`src/hw/rtl/multi_voice_sample_mixer_macros.svh`:
```
// Assertion helpers for the mixer.
`ifndef MULTI_VOICE_SAMPLE_MIXER_MACROS_SVH
`define MULTI_VOICE_SAMPLE_MIXER_MACROS_SVH

// Clocked check, muted while in reset.
`define MVM_ASSERT(lbl, prop, msg) \
  lbl: assert property (@(posedge clk_i) disable iff (!rst_ni) prop) else $error(msg);

// Clocked check that also holds during reset.
`define MVM_ASSERT_ALWAYS(lbl, prop, msg) \
  lbl: assert property (@(posedge clk_i) prop) else $error(msg);

`endif

```
`src/hw/rtl/mvm_pkg.sv`:
```
package mvm_pkg;

  typedef enum logic [1:0] {
    OP_LOAD  = 2'd0,
    OP_START = 2'd1,
    OP_FRAME = 2'd2,
    OP_TIME  = 2'd3
  } op_e;

  typedef struct packed {
    op_e         op;
    logic [15:0] address;
    logic [7:0]  sample_byte;
    logic [7:0]  sound_id;
    logic [15:0] length;
    logic        exclusive;
    logic [17:0] step;
    logic [7:0]  volume;
    logic [7:0]  separation;
  } cmd_t;

  localparam logic [15:0] HANDLE_FIRST = 16'd100;
  localparam logic [7:0]  GAIN_MAX     = 8'd127;
  localparam logic [8:0]  SEP_SPAN     = 9'd257;
  // floor(65536/127); one correction step follows
  localparam logic [9:0]  RECIP_127    = 10'd516;
  localparam logic [16:0] DIV_127      = 17'd127;
  localparam logic [15:0] SAT_MAX      = 16'h7fff;
  localparam logic [15:0] SAT_MIN      = 16'h8000;

endpackage

```
`src/hw/rtl/mvm_in_if.sv`:
```
interface mvm_in_if;
  logic        valid;
  logic        ready;
  logic [1:0]  operation;
  logic [15:0] address;
  logic [7:0]  sample_byte;
  logic [7:0]  sound_id;
  logic [15:0] length;
  logic        exclusive;
  logic [17:0] step;
  logic [7:0]  volume;
  logic [7:0]  separation;

  modport source (output valid, operation, address, sample_byte, sound_id, length, exclusive,
                  step, volume, separation, input ready);
  modport sink (input valid, operation, address, sample_byte, sound_id, length, exclusive,
                step, volume, separation, output ready);
endinterface

```
`src/hw/rtl/mvm_front.sv`:
```
module mvm_front import mvm_pkg::*; (
  input  logic  clk_i,
  input  logic  rst_ni,
  mvm_in_if.sink in_i,
  output cmd_t  cmd_o,
  output logic  cmd_valid_o,
  input  logic  cmd_pop_i
);

  cmd_t       q_q [2];
  logic       wr_q, rd_q;
  logic [1:0] cnt_q;
  logic       push, pop;
  cmd_t       cmd_in;

  always_comb begin
    cmd_in.op          = op_e'(in_i.operation);
    cmd_in.address     = in_i.address;
    cmd_in.sample_byte = in_i.sample_byte;
    cmd_in.sound_id    = in_i.sound_id;
    cmd_in.length      = in_i.length;
    cmd_in.exclusive   = in_i.exclusive;
    cmd_in.step        = in_i.step;
    cmd_in.volume      = in_i.volume;
    cmd_in.separation  = in_i.separation;
  end

  assign in_i.ready  = (cnt_q != 2'd2);
  assign push        = in_i.valid && in_i.ready;
  assign pop         = cmd_pop_i && (cnt_q != 2'd0);
  assign cmd_valid_o = (cnt_q != 2'd0);
  assign cmd_o       = q_q[rd_q];

  always_ff @(posedge clk_i) begin
    if (push) begin
      q_q[wr_q] <= cmd_in;
    end
  end

  always_ff @(posedge clk_i or negedge rst_ni) begin
    if (!rst_ni) begin
      wr_q  <= 1'b0;
      rd_q  <= 1'b0;
      cnt_q <= 2'd0;
    end else begin
      if (push) wr_q <= ~wr_q;
      if (pop) rd_q <= ~rd_q;
      if (push && !pop) cnt_q <= cnt_q + 2'd1;
      else if (pop && !push) cnt_q <= cnt_q - 2'd1;
    end
  end

endmodule

```
`src/flat_wrapper.sv`:
```
// flat-port wrapper written by rule: the top's interface ports become plain ports
module mvm_front_flat import mvm_pkg::*;
  (clk_i, rst_ni, cmd_o, cmd_valid_o, cmd_pop_i, in_i_valid, in_i_operation, in_i_address, in_i_sample_byte, in_i_sound_id, in_i_length, in_i_exclusive, in_i_step, in_i_volume, in_i_separation, in_i_ready);
  mvm_in_if in_i_i ();
  input  logic clk_i;
  input  logic rst_ni;
  output cmd_t cmd_o;
  output logic cmd_valid_o;
  input  logic cmd_pop_i;
  input wire logic [$bits(in_i_i.valid)-1:0] in_i_valid;
  input wire logic [$bits(in_i_i.operation)-1:0] in_i_operation;
  input wire logic [$bits(in_i_i.address)-1:0] in_i_address;
  input wire logic [$bits(in_i_i.sample_byte)-1:0] in_i_sample_byte;
  input wire logic [$bits(in_i_i.sound_id)-1:0] in_i_sound_id;
  input wire logic [$bits(in_i_i.length)-1:0] in_i_length;
  input wire logic [$bits(in_i_i.exclusive)-1:0] in_i_exclusive;
  input wire logic [$bits(in_i_i.step)-1:0] in_i_step;
  input wire logic [$bits(in_i_i.volume)-1:0] in_i_volume;
  input wire logic [$bits(in_i_i.separation)-1:0] in_i_separation;
  output wire logic [$bits(in_i_i.ready)-1:0] in_i_ready;
  assign in_i_i.valid = in_i_valid;
  assign in_i_i.operation = in_i_operation;
  assign in_i_i.address = in_i_address;
  assign in_i_i.sample_byte = in_i_sample_byte;
  assign in_i_i.sound_id = in_i_sound_id;
  assign in_i_i.length = in_i_length;
  assign in_i_i.exclusive = in_i_exclusive;
  assign in_i_i.step = in_i_step;
  assign in_i_i.volume = in_i_volume;
  assign in_i_i.separation = in_i_separation;
  assign in_i_ready = in_i_i.ready;
  mvm_front u_core (.clk_i(clk_i), .rst_ni(rst_ni), .in_i(in_i_i), .cmd_o(cmd_o), .cmd_valid_o(cmd_valid_o), .cmd_pop_i(cmd_pop_i));
endmodule
```
`config.mk`:
```
export PLATFORM = sky130hd
export DESIGN_NAME = mvm_front_flat
export DESIGN_NICKNAME = d
export VERILOG_FILES = /design/src/hw/rtl/multi_voice_sample_mixer_macros.svh /design/src/hw/rtl/mvm_pkg.sv /design/src/hw/rtl/mvm_in_if.sv /design/src/hw/rtl/mvm_front.sv /design/src/flat_wrapper.sv
export SDC_FILE = /design/constraint.sdc
export NUM_CORES = 1
export LEC_CHECK = 0
export BUFFER_PORTS_ARGS = -buffer_cell sky130_fd_sc_hd__buf_2
export CAP_MARGIN = 20
export CORE_MARGIN = 5
export CORE_UTILIZATION = 52
export CTS_CLUSTER_SIZE = 20
export DETAILED_ROUTE_END_ITERATION = 10
export GPL_ROUTABILITY_DRIVEN = 0
export PLACE_DENSITY_LB_ADDON = 0.3
export SLEW_MARGIN = 5
export SYNTH_ARGS = -nofsm -noshare
export SYNTH_HDL_FRONTEND = slang
export SYNTH_SLANG_ARGS = --single-unit
export TNS_END_PERCENT = 5
```
`constraint.sdc`:
```
create_clock -name clk_i -period 6.36 [get_ports clk_i]
set_input_delay 0.318 -clock clk_i [delete_from_list [all_inputs] [get_ports clk_i]]
set_output_delay 0.318 -clock clk_i [all_outputs]
set_load 0.03 [all_outputs]
```
==> run summary, run 1 <==
## Global routing
* fraction of met1 tracks used by global routing: 0.1997
* highest-utilization routing layer at the global route stage: met2
* initial antenna violation count: 2
* overall global routing resource usage: 0.1607
* global route overflow: 0
* number of global-route vias before repair: 3,461
* met2 global-route usage: 0.2462
* maximum number of pins on one net before global-route repair: 56
* global-route wire length before repair: 17.54 mm
* met3 Use GR: 0.06964

## Place
* total instance count after detailed placement: 624
* number of I/O port buffers: 175
* HPWL after detailed placement: 7.826 mm

## Hold path
* path category of the worst min-delay check: input pin to register

## Clocking
* total clock buffers created by CTS: 17
* insertion delay of the later-clocked pin in the worst-skew pair: 0.42 ns
* Clk pin slew, worst setup/hold paths: 0.06 ns
* Clock Root Buffer: sky130_fd_sc_hd__clkbuf_16
* clock tree from TritonCTS: done
* setup repair bufs after CTS: 0
* clock buffer depth: 2
* total number of H-tree levels: 4
* clock tree sinks: 174

## STA
* min cycle time layout: 2.950 ns
* setup TNS: 0 ns
* Least-Margin Pin Slew: 0.8224 ns
* final cycle utilization of the critical path: 0.4638
* final slew viol count: 0
* worst slew margin relative to its limit: 0.4517
* total count of hold-check failures in the final report: 0
* unrepaired setup endpoints after global routing: no
* worst clock skew on the final layout: 0.005069 ns
* Final setup violation count: 0
* Achievable Freq: 339.0 MHz

## Critical path
* Critical Path Start Type: register
* CP arrival: 2.63 ns
* Worst Path Max Fanout: 55
* endpoint type of the worst setup path: output port
* setup slack of the most critical reg-to-reg path: 4.17 ns
* startpoint-to-endpoint class of the critical path: register to output port
* required time at the endpoint of the critical path: 6.04 ns

## Finish
* Layout Utilization: 0.6509
* proportion of layout cells with a drive suffix above 1: 0.6012
* most frequent standard cell in the layout excluding fill and tap cells: sky130_fd_sc_hd__buf_2
* # diodes: 0
* synthesis-to-layout area growth: 24.21%
* NumNets Final: 562
* final non-filler cell total: 656
* most frequent cells in the layout: sky130_fd_sc_hd__buf_2, sky130_fd_sc_hd__edfxtp_1, sky130_fd_sc_hd__mux2_2, sky130_fd_sc_hd__mux2_4, sky130_fd_sc_hd__clkbuf_16

## Synth
* sequential fraction of the synthesis area: 0.7968
* area of the mapped netlist: 6533 µm²
* synthesized flop and latch total: 174
* Yosys top cell area share: 0.7815
* gate count of the mapped netlist: 283
* count of cell types in the netlist: 17
* Synthesized Nets: 373
* library cell occupying the most area in the post-synthesis netlist: sky130_fd_sc_hd__edfxtp_1
* Synth warnings: 0
* Avg Cell Area, Syn: 23.08 µm²
* leading post-synthesis cells by cell area: sky130_fd_sc_hd__edfxtp_1, sky130_fd_sc_hd__mux2_4, sky130_fd_sc_hd__mux2_2

## Routing
* DR vias/cell: 4.927
* total number of vias: 3,232
* drt initial violations: 198
* aggregate routed wire length: 11.78 mm
* post-route DRC violation count: 0
* detail-routed net length per standard cell: 17.96 µm
* number of optimization iterations in the first detailed-route pass: 4
* remaining number of nets flagged by the antenna check after routing: 0

## Power
* power density over the cells: 512.9 nW/µm²
* maximum VDD drop: 0.2967 mV
* leak pwr: 3.166 nW

## Floorplan
* I/O pin count: 176
* effective utilization at floorplan: 0.5240
* floorplan die width: 122.1 µm
* die outline area: 14,900 µm²
* FP Rows: 41
* core box area: 12,470 µm²
* Die Y-Extent: 122.1 µm

## Run status
* status: finished, final reports clean

## Run
* max-cap check violation count: 0

cell type report:
cell class / instances / area [µm²]
clock buffer: 20 / 436.7
clock inverter: 11 / 123.9
fill: 893 / 4352
inverter: 1 / 3.754
multi-input combinational: 98 / 1210
sequential: 174 / 5209
tap: 172 / 215.2
timing repair buffer: 180 / 915.9
flip-flops by register name, summed over array words and instances (netlist names):
register	flops
u_core.cnt_q	2
u_core.wr_q	1
u_core.q_q	170
u_core.rd_q	1
cells by family after synthesis:
kind of cell	after synthesis	share of synthesized area
xor gates and xnor gates	5	0.006705
adders and majority gates	1	0.001915
buffers and inverters	11	0.01992
DFF	174	0.7968
muxes	85	0.1695
and+or+nand+nor	7	0.005174
repair_timing:
item / in CTS / in global routing
endpoints found under the hold margin: 4 / 0
hold buffers: 1 / 0
endpoints found under the setup margin: 0 / 0
resized for setup: 0 / 0
per-layer routing:
| layer | vias up | share of wire |
|---|---|---|
| met5 | - | 0.0018 |
| met1 | 1577 | 0.42 |
| li1 | 1488 | - |
| met4 | 4 | 0.017 |
| met2 | 142 | 0.46 |
| met3 | 21 | 0.096 |
cell usage after synthesis:
| master | count |
|---|---|
| sky130_fd_sc_hd__and3_1 | 1 |
| sky130_fd_sc_hd__buf_12 | 4 |
| sky130_fd_sc_hd__buf_2 | 4 |
| sky130_fd_sc_hd__buf_6 | 1 |
| sky130_fd_sc_hd__buf_8 | 1 |
| sky130_fd_sc_hd__dfrtp_1 | 4 |
| sky130_fd_sc_hd__edfxtp_1 | 170 |
| sky130_fd_sc_hd__ha_1 | 1 |
| sky130_fd_sc_hd__inv_1 | 1 |
| sky130_fd_sc_hd__mux2_2 | 45 |
| sky130_fd_sc_hd__mux2_4 | 40 |
| sky130_fd_sc_hd__nand2_1 | 2 |
| sky130_fd_sc_hd__nand2b_1 | 1 |
| sky130_fd_sc_hd__nor2_1 | 2 |
| sky130_fd_sc_hd__or2_2 | 1 |
| sky130_fd_sc_hd__xnor2_1 | 3 |
| sky130_fd_sc_hd__xor2_1 | 2 |
critical path, cell delays in order, from the launching register on:
cell                      delay (ns)
sky130_fd_sc_hd__dfrtp_4        0.80
sky130_fd_sc_hd__buf_4          0.72
sky130_fd_sc_hd__mux2_2         0.44
sky130_fd_sc_hd__buf_2          0.18
per-stage QoR:
step | worst slack [ns] | area (µm²) | power [mW] | hold WS, ns
finish | 3.410 | 8114 | 4.162 | 0.08067
global route | 3.262 | 8114 | 4.344 | 0.05770
CTS | 3.370 | 8114 | 4.206 | 0.06063
detailed placement | 3.830 | 7543 | 3.209 | 0.1364
global placement | 3.835 | 7543 | 3.186 | 0.1359
floorplan | 1.397 | 6533 | 2.892 | 0.02241
where the power goes:
part | switching (mW) | internal (mW) | leakage (nW)
clock network | 0.393 | 0.606 | 0.275
registers | 0.116 | 1.57 | 1.62
logic | 0.927 | 0.548 | 1.27
total | 1.44 | 2.73 | 3.17
path summary, 6_finish.rpt:
| check | from | end | cells after the start |
|---|---|---|---|
| min | in_i_step[10] | u_core.q_q[1][26]$_DFFE_PP_ | 1 |
| max in group asynchronous | rst_ni | u_core.rd_q$_DFFE_PN0P_ | 2 |
| max reg2reg | u_core.cnt_q[0]$_DFFE_PN0P_ | u_core.q_q[1][21]$_DFFE_PP_ | 3 |
| max | u_core.rd_q$_DFFE_PN0P_ | cmd_o[21] | 3 |
| min reg2reg | u_core.cnt_q[1]$_DFFE_PN0P_ | u_core.cnt_q[1]$_DFFE_PN0P_ | 1 |
| min in group asynchronous | rst_ni | u_core.cnt_q[1]$_DFFE_PN0P_ | 2 |
Power figures use the tool's default switching activity.
==> run 2: changes to the inputs <==
--- a/config.mk
+++ b/config.mk
@@ -5,6 +5,7 @@
 export SDC_FILE = /design/constraint.sdc
 export NUM_CORES = 1
 export LEC_CHECK = 0
+export ABC_AREA = 1
 export BUFFER_PORTS_ARGS = -buffer_cell sky130_fd_sc_hd__buf_2
 export CAP_MARGIN = 20
 export CORE_MARGIN = 5
==> constraint.sdc (replaced) <==
create_clock -name clk_i -period 3.03 [get_ports clk_i]
set_input_delay 0.1515 -clock clk_i [delete_from_list [all_inputs] [get_ports clk_i]]
set_output_delay 0.1515 -clock clk_i [all_outputs]
set_load 0.03 [all_outputs]
==> run summary, run 2 <==
## Critical path
* library cell appearing most often on the critical path: sky130_fd_sc_hd__nand2_1
* critical path's slowest cell: sky130_fd_sc_hd__buf_4
* required time at the endpoint of the critical path: 2.88 ns
* beginning of the critical path: u_core.rd_q$_DFFE_PN0P_
* endpoint type of the worst setup path: output port
* reg-to-reg critical path startpoint: u_core.cnt_q[0]$_DFFE_PN0P_
* Worst Path Max Fanout: 86
* number of cells on the critical path: 4
* setup slack of the most critical reg-to-reg path: 1.26 ns
* buffer and inverter count on the worst path: 2
* FF-to-FF path depth: 5
* reg2reg end: u_core.q_q[1][80]$_DFFE_PP_
* crit-path max cell delay: 0.70 ns
* startpoint-to-endpoint class of the critical path: register to output port
* Top Family by Delay on Critical Path: buffers and inverters
* ordered cell list for the critical path: buf_4, nand2_1, nand2_1, buf_2
* CP arrival: 2.01 ns
* Critical Path Start Type: register

## Clocking
* total clock buffers created by CTS: 17
* clock tree sinks: 174
* insertion delay of the later-clocked pin in the worst-skew pair: 0.42 ns
* Clk pin slew, worst setup/hold paths: 0.06 ns
* Clock Root Buffer: sky130_fd_sc_hd__clkbuf_16
* total number of H-tree levels: 4
* clock tree from TritonCTS: done
* post-CTS sizing: 0
* clock buffer depth: 2

## Routing
* drt initial violations: 255
* post-route DRC violation count: 0
* total number of vias: 4,411
* aggregate routed wire length: 14.24 mm
* DR vias/cell: 4.784
* number of optimization iterations in the first detailed-route pass: 5
* remaining number of nets flagged by the antenna check after routing: 0
* detail-routed net length per standard cell: 15.44 µm

## Run status
* status: finished, final reports clean

## Global routing
* number of global-route vias before repair: 4,537
* initial antenna violation count: 0
* global route overflow: 0
* maximum number of pins on one net before global-route repair: 87
* global-route wire length before repair: 22.08 mm
* overall global routing resource usage: 0.1989

## Finish
* largest register by flop count: u_core.q_q
* NumNets Final: 831
* Layout Utilization: 0.7443
* fill cell instance count of the final layout: 740
* max FFs per register: 170
* final non-filler cell total: 922
* synthesis-to-layout area growth: 39.89%
* proportion of layout cells with a drive suffix above 1: 0.2878
* top flop regs: u_core.q_q (170), u_core.cnt_q (2)
* area of all placed cells without fillers: 8977 µm²
* # diodes: 0
* most frequent cells in the layout: sky130_fd_sc_hd__nand2_1, sky130_fd_sc_hd__buf_2, sky130_fd_sc_hd__edfxtp_1, sky130_fd_sc_hd__dlygate4sd3_1, sky130_fd_sc_hd__clkbuf_16
* most frequent standard cell in the layout excluding fill and tap cells: sky130_fd_sc_hd__nand2_1

## Floorplan
* FP Rows: 40
* effective utilization at floorplan: 0.5321
* floorplan die width: 121.1 µm
* die outline area: 14,660 µm²
* I/O pin count: 176
* Die Y-Extent: 121.1 µm
* core box area: 12,060 µm²

## Synth
* fraction of synthesis flops using an asynchronous set or reset pin: 0.02299
* number of synthesized flops with an enable pin: 170
* Synthesized Nets: 563
* Avg Cell Area, Syn: 13.57 µm²
* sequential fraction of the synthesis area: 0.8111
* Synth warnings: 0
* gate count of the mapped netlist: 473
* leading post-synthesis cells by cell area: sky130_fd_sc_hd__edfxtp_1, sky130_fd_sc_hd__nand2_1, sky130_fd_sc_hd__dfrtp_1
* most frequent cell after synthesis: sky130_fd_sc_hd__nand2_1
* Yosys top cell area share: 0.7955
* top post-synthesis cells by count: sky130_fd_sc_hd__nand2_1, sky130_fd_sc_hd__edfxtp_1, sky130_fd_sc_hd__buf_2
* synthesized flop and latch total: 174
* library cell occupying the most area in the post-synthesis netlist: sky130_fd_sc_hd__edfxtp_1
* dominant synthesized flop cell: sky130_fd_sc_hd__edfxtp_1
* area of the mapped netlist: 6417 µm²
* count of cell types in the netlist: 14

## Power
* cell-internal power: 5.716 mW
* relative contribution of sequential cells to total power: 0.366
* Final Power: 9.371 mW
* power density over the cells: 1044 nW/µm²
* Clk pwr share: 0.258
* share of total power consumed by net switching: 0.3901
* maximum VDD drop: 0.6265 mV
* Sw Pwr: 3.655 mW
* power share of the combinational group: 0.376
* leak pwr: 3.887 nW

## Place
* cell area after placement: 7440 µm²
* HPWL after detailed placement: 8.197 mm
* total instance count after detailed placement: 803
* number of I/O port buffers: 175
* Post-Place Setup Slack: 1.264 ns

## Run
* max-cap check violation count: 0

## STA
* unrepaired setup endpoints after global routing: no
* final cycle utilization of the critical path: 0.7139
* Least-Margin Pin Slew: 0.9087 ns
* setup TNS: 0 ns
* final slew viol count: 0
* Achievable Freq: 462.3 MHz
* Worst Slack Setup Final: 0.8670 ns
* min cycle time layout: 2.163 ns
* WHS: 0.08755 ns
* Final setup violation count: 0
* worst slew margin relative to its limit: 0.3942
* total count of hold-check failures in the final report: 0
* worst clock skew on the final layout: 0.009881 ns

## Hold path
* path category of the worst min-delay check: input pin to async pin

## run 2: cell types whose count changed after synthesis, moves of 4 or more
| cell | before | now |
|---|---|---|
| sky130_fd_sc_hd__nand2_1 | 2 | 265 |
| sky130_fd_sc_hd__inv_1 | 1 | 6 |
| sky130_fd_sc_hd__buf_12 | 4 | 0 |
| sky130_fd_sc_hd__buf_2 | 4 | 11 |
| sky130_fd_sc_hd__mux2_4 | 40 | 0 |
| sky130_fd_sc_hd__buf_6 | 1 | 6 |
| sky130_fd_sc_hd__mux2_2 | 45 | 0 |
## run 2: logic make-up after synthesis
| family | count (synthesis) | synth area share |
|---|---|---|
| and+or+nand+nor | 270 | 0.1587 |
| xor gates and xnor gates | 2 | 0.002730 |
| DFF | 174 | 0.8111 |
| adders and majority gates | 1 | 0.001949 |
| buffers and inverters | 26 | 0.02554 |
## run 2: layout make-up
type	instances	area (µm²)	share of cell area
tap	168	210.2	0.02341
clock inverter	15	241.5	0.02690
timing repair buffer	268	1804	0.2010
clock buffer	17	425.4	0.04739
multi-input combinational	273	1064	0.1185
inverter	7	26.28	0.002927
sequential	174	5206	0.5799
## run 2: timing repair
item | in CTS | in global routing
buffers inserted | 0 | 0
endpoints found under the hold margin | 175 | 0
hold buffers | 87 | 0
## run 2: worst max path at each step
stage                                   to
3_3_place_gp   u_core.q_q[0][48]$_DFFE_PP_
3_5_place_dp   u_core.q_q[1][80]$_DFFE_PP_
2_1_floorplan   u_core.q_q[0][0]$_DFFE_PP_
4_1_cts                          cmd_o[83]
5_1_grt                          cmd_o[63]
6_report                         cmd_o[84]
## run 2: worst register-to-register path: stages, from the launching register on
cell and delay (ns):
sky130_fd_sc_hd__dfrtp_1 0.37, sky130_fd_sc_hd__inv_1 0.08, sky130_fd_sc_hd__nand2_1 0.08, sky130_fd_sc_hd__nand2_1 0.17, sky130_fd_sc_hd__nor2_4 0.14, sky130_fd_sc_hd__buf_4 0.53
## run 2: power groups by stage
stage          registers, mW  clock network [mW]  logic, mW
6_report                3.43                2.42       3.53
5_1_grt                 3.47                2.58       3.80
4_1_cts                 3.43                2.44       3.55
3_5_place_dp            3.47                   0       3.44
3_3_place_gp            3.45                   0       3.41
2_1_floorplan           3.47                   0       2.47
## run 2: per-layer routing
| metal | track usage | part of all wire | vias to the layer above |
|---|---|---|---|
| met2 | 0.3348 | 0.50 | 188 |
| met5 | 0 | 0 | - |
| met3 | 0.06154 | 0.082 | 25 |
| li1 | - | - | 2128 |
| met1 | 0.2422 | 0.40 | 2070 |
| met4 | 0.07295 | 0.019 | 0 |
==> run 3: changes to the inputs <==
==> constraint.sdc (replaced) <==
create_clock -name clk_i -period 2.25 [get_ports clk_i]
set_input_delay 0.1125 -clock clk_i [delete_from_list [all_inputs] [get_ports clk_i]]
set_output_delay 0.1125 -clock clk_i [all_outputs]
set_load 0.03 [all_outputs]
==> run summary, run 3 (synthesized netlist as in run 2, its figures left out) <==
## Run status
* status: finished, final reports clean

## Finish
* proportion of layout cells with a drive suffix above 1: 0.2842
* max FFs per register: 170
* sequential cell area: 5206 µm²
* fill cell instance count of the final layout: 741
* top flop regs: u_core.q_q (170), u_core.cnt_q (2)
* multi-input combinational cell area: 1079 µm²
* # diodes: 0
* area of all placed cells without fillers: 8936 µm²
* largest register by flop count: u_core.q_q
* NumNets Final: 833
* most frequent standard cell in the layout excluding fill and tap cells: sky130_fd_sc_hd__nand2_1
* final non-filler cell total: 921
* Layout Utilization: 0.7409
* synthesis-to-layout area growth: 39.25%
* most frequent cells in the layout: sky130_fd_sc_hd__nand2_1, sky130_fd_sc_hd__buf_2, sky130_fd_sc_hd__edfxtp_1, sky130_fd_sc_hd__dlygate4sd3_1, sky130_fd_sc_hd__clkbuf_16

## STA
* worst slew margin relative to its limit: 0.6602
* Achievable Freq: 531.9 MHz
* worst clock skew on the final layout: 0.004588 ns
* setup TNS: 0 ns
* Least-Margin Pin Slew: 0.5098 ns
* unrepaired setup endpoints after global routing: no
* final cycle utilization of the critical path: 0.8356
* final slew viol count: 0
* min cycle time layout: 1.880 ns
* Final setup violation count: 0
* total count of hold-check failures in the final report: 0

## Floorplan
* effective utilization at floorplan: 0.5321
* die outline area: 14,660 µm²
* Die Y-Extent: 121.1 µm
* I/O pin count: 176
* FP Rows: 40
* floorplan die width: 121.1 µm
* core box area: 12,060 µm²

## Power
* Final Power: 12.20 mW
* maximum VDD drop: 0.9134 mV
* power density over the cells: 1366 nW/µm²
* leak pwr: 3.868 nW

## Clocking
* Clk pin slew, worst setup/hold paths: 0.06 ns
* insertion delay of the later-clocked pin in the worst-skew pair: 0.41 ns
* setup repair bufs after CTS: 0
* total number of H-tree levels: 4
* clock tree sinks: 174
* total clock buffers created by CTS: 17
* clock tree from TritonCTS: done
* Clock Root Buffer: sky130_fd_sc_hd__clkbuf_16
* clock buffer depth: 2

## Critical path
* Worst Path Max Fanout: 48
* library cell appearing most often on the critical path: sky130_fd_sc_hd__nand2_1
* endpoint type of the worst setup path: output port
* beginning of the critical path: u_core.rd_q$_DFFE_PN0P_
* ordered cell list for the critical path: inv_2, buf_4, nand2_1, nand2_1, buf_2
* critical path's slowest cell: sky130_fd_sc_hd__dfrtp_2
* crit-path max cell delay: 0.43 ns
* startpoint-to-endpoint class of the critical path: register to output port
* CP arrival: 1.77 ns
* required time at the endpoint of the critical path: 2.14 ns
* Critical Path Start Type: register
* reg-to-reg critical path startpoint: u_core.cnt_q[0]$_DFFE_PN0P_
* FF-to-FF path depth: 5

## Routing
* remaining number of nets flagged by the antenna check after routing: 0
* number of optimization iterations in the first detailed-route pass: 4
* drt initial violations: 351
* detail-routed net length per standard cell: 15.27 µm
* DR vias/cell: 4.774
* post-route DRC violation count: 0
* aggregate routed wire length: 14.07 mm
* total number of vias: 4,397

## Place
* cell area after placement: 7500 µm²
* total instance count after detailed placement: 804
* number of I/O port buffers: 175
* HPWL after detailed placement: 7.986 mm

## Run
* max-cap check violation count: 0

## Global routing
* global-route wire length before repair: 22.18 mm
* maximum number of pins on one net before global-route repair: 87
* overall global routing resource usage: 0.1976
* number of global-route vias before repair: 4,534
* global route overflow: 0
* initial antenna violation count: 0

## Hold path
* path category of the worst min-delay check: input pin to async pin

-- run 3: cell count changes in the layout (fill, tap and decap cells not counted), sizes merged --
cell,before,now
bufinv,6,3
clkinv,6,8
clkinvlp,2,0
buf,181,182
clkbuf,17,18
dlygate4sd3,87,88
inv,8,7
-- run 3: stage by stage --
step           hold slack, ns  setup slack [ns]
3_5_place_dp         -0.07871            0.7456
2_1_floorplan         -0.1831          -0.09672
3_3_place_gp         -0.07653            0.7819
4_1_cts               0.02853            0.3181
5_1_grt               0.05068            0.2353
6_report              0.06536            0.3699
-- run 3: power breakdown --
part / switching [mW] / leakage, nW / total [mW] / internal, mW
clock: 1.08 / 0.277 / 2.78 / 1.70
sequential: 0.193 / 1.63 / 4.62 / 4.43
combinational: 3.56 / 1.96 / 4.80 / 1.25
total: 4.83 / 3.87 / 12.2 / 7.38
-- run 3: path summary, 6_finish.rpt --
| path | to | slack [ns] |
|---|---|---|
| min in group clk_i | u_core.q_q[1][78]$_DFFE_PP_ | 0.42 |
| max in group asynchronous | u_core.rd_q$_DFFE_PN0P_ | 2.05 |
| worst min register to register | u_core.cnt_q[0]$_DFFE_PN0P_ | 0.53 |
| worst min-delay path | u_core.cnt_q[0]$_DFFE_PN0P_ | 0.07 |
| worst max-delay path | cmd_o[81] | 0.37 |
| worst max register to register | u_core.q_q[0][41]$_DFFE_PP_ | 0.74 |
-- run 3: critical path, delay by kind of cell, from the launching register on --
kind          cells  cell delay [ns]
flops             1             0.43
simple gates      2             0.22
buf+inv           3             0.69
-- run 3: cell type report --
type | instances | area share
inverter | 7 | 0.002940
sequential | 174 | 0.5826
clock buffer | 18 | 0.04803
multi-input combinational | 273 | 0.1207
timing repair buffer | 270 | 0.2081
tap | 168 | 0.02352
clock inverter | 11 | 0.01414
-- run 3: layer usage --
metal / vias to the layer above / track usage / share of wire
li1: 2131 / - / -
met1: 2051 / 0.2385 / 0.39
met2: 193 / 0.3321 / 0.50
met3: 22 / 0.06387 / 0.092
met4: 0 / 0.07436 / 0.018
met5: - / 0 / 0
-- run 3: what timing repair did --
item                       in CTS  in global routing
hold buffers                   88                  0
hold endpoints to repair      176                  0
setup endpoints to repair       0                  0
resized for setup               0                  0
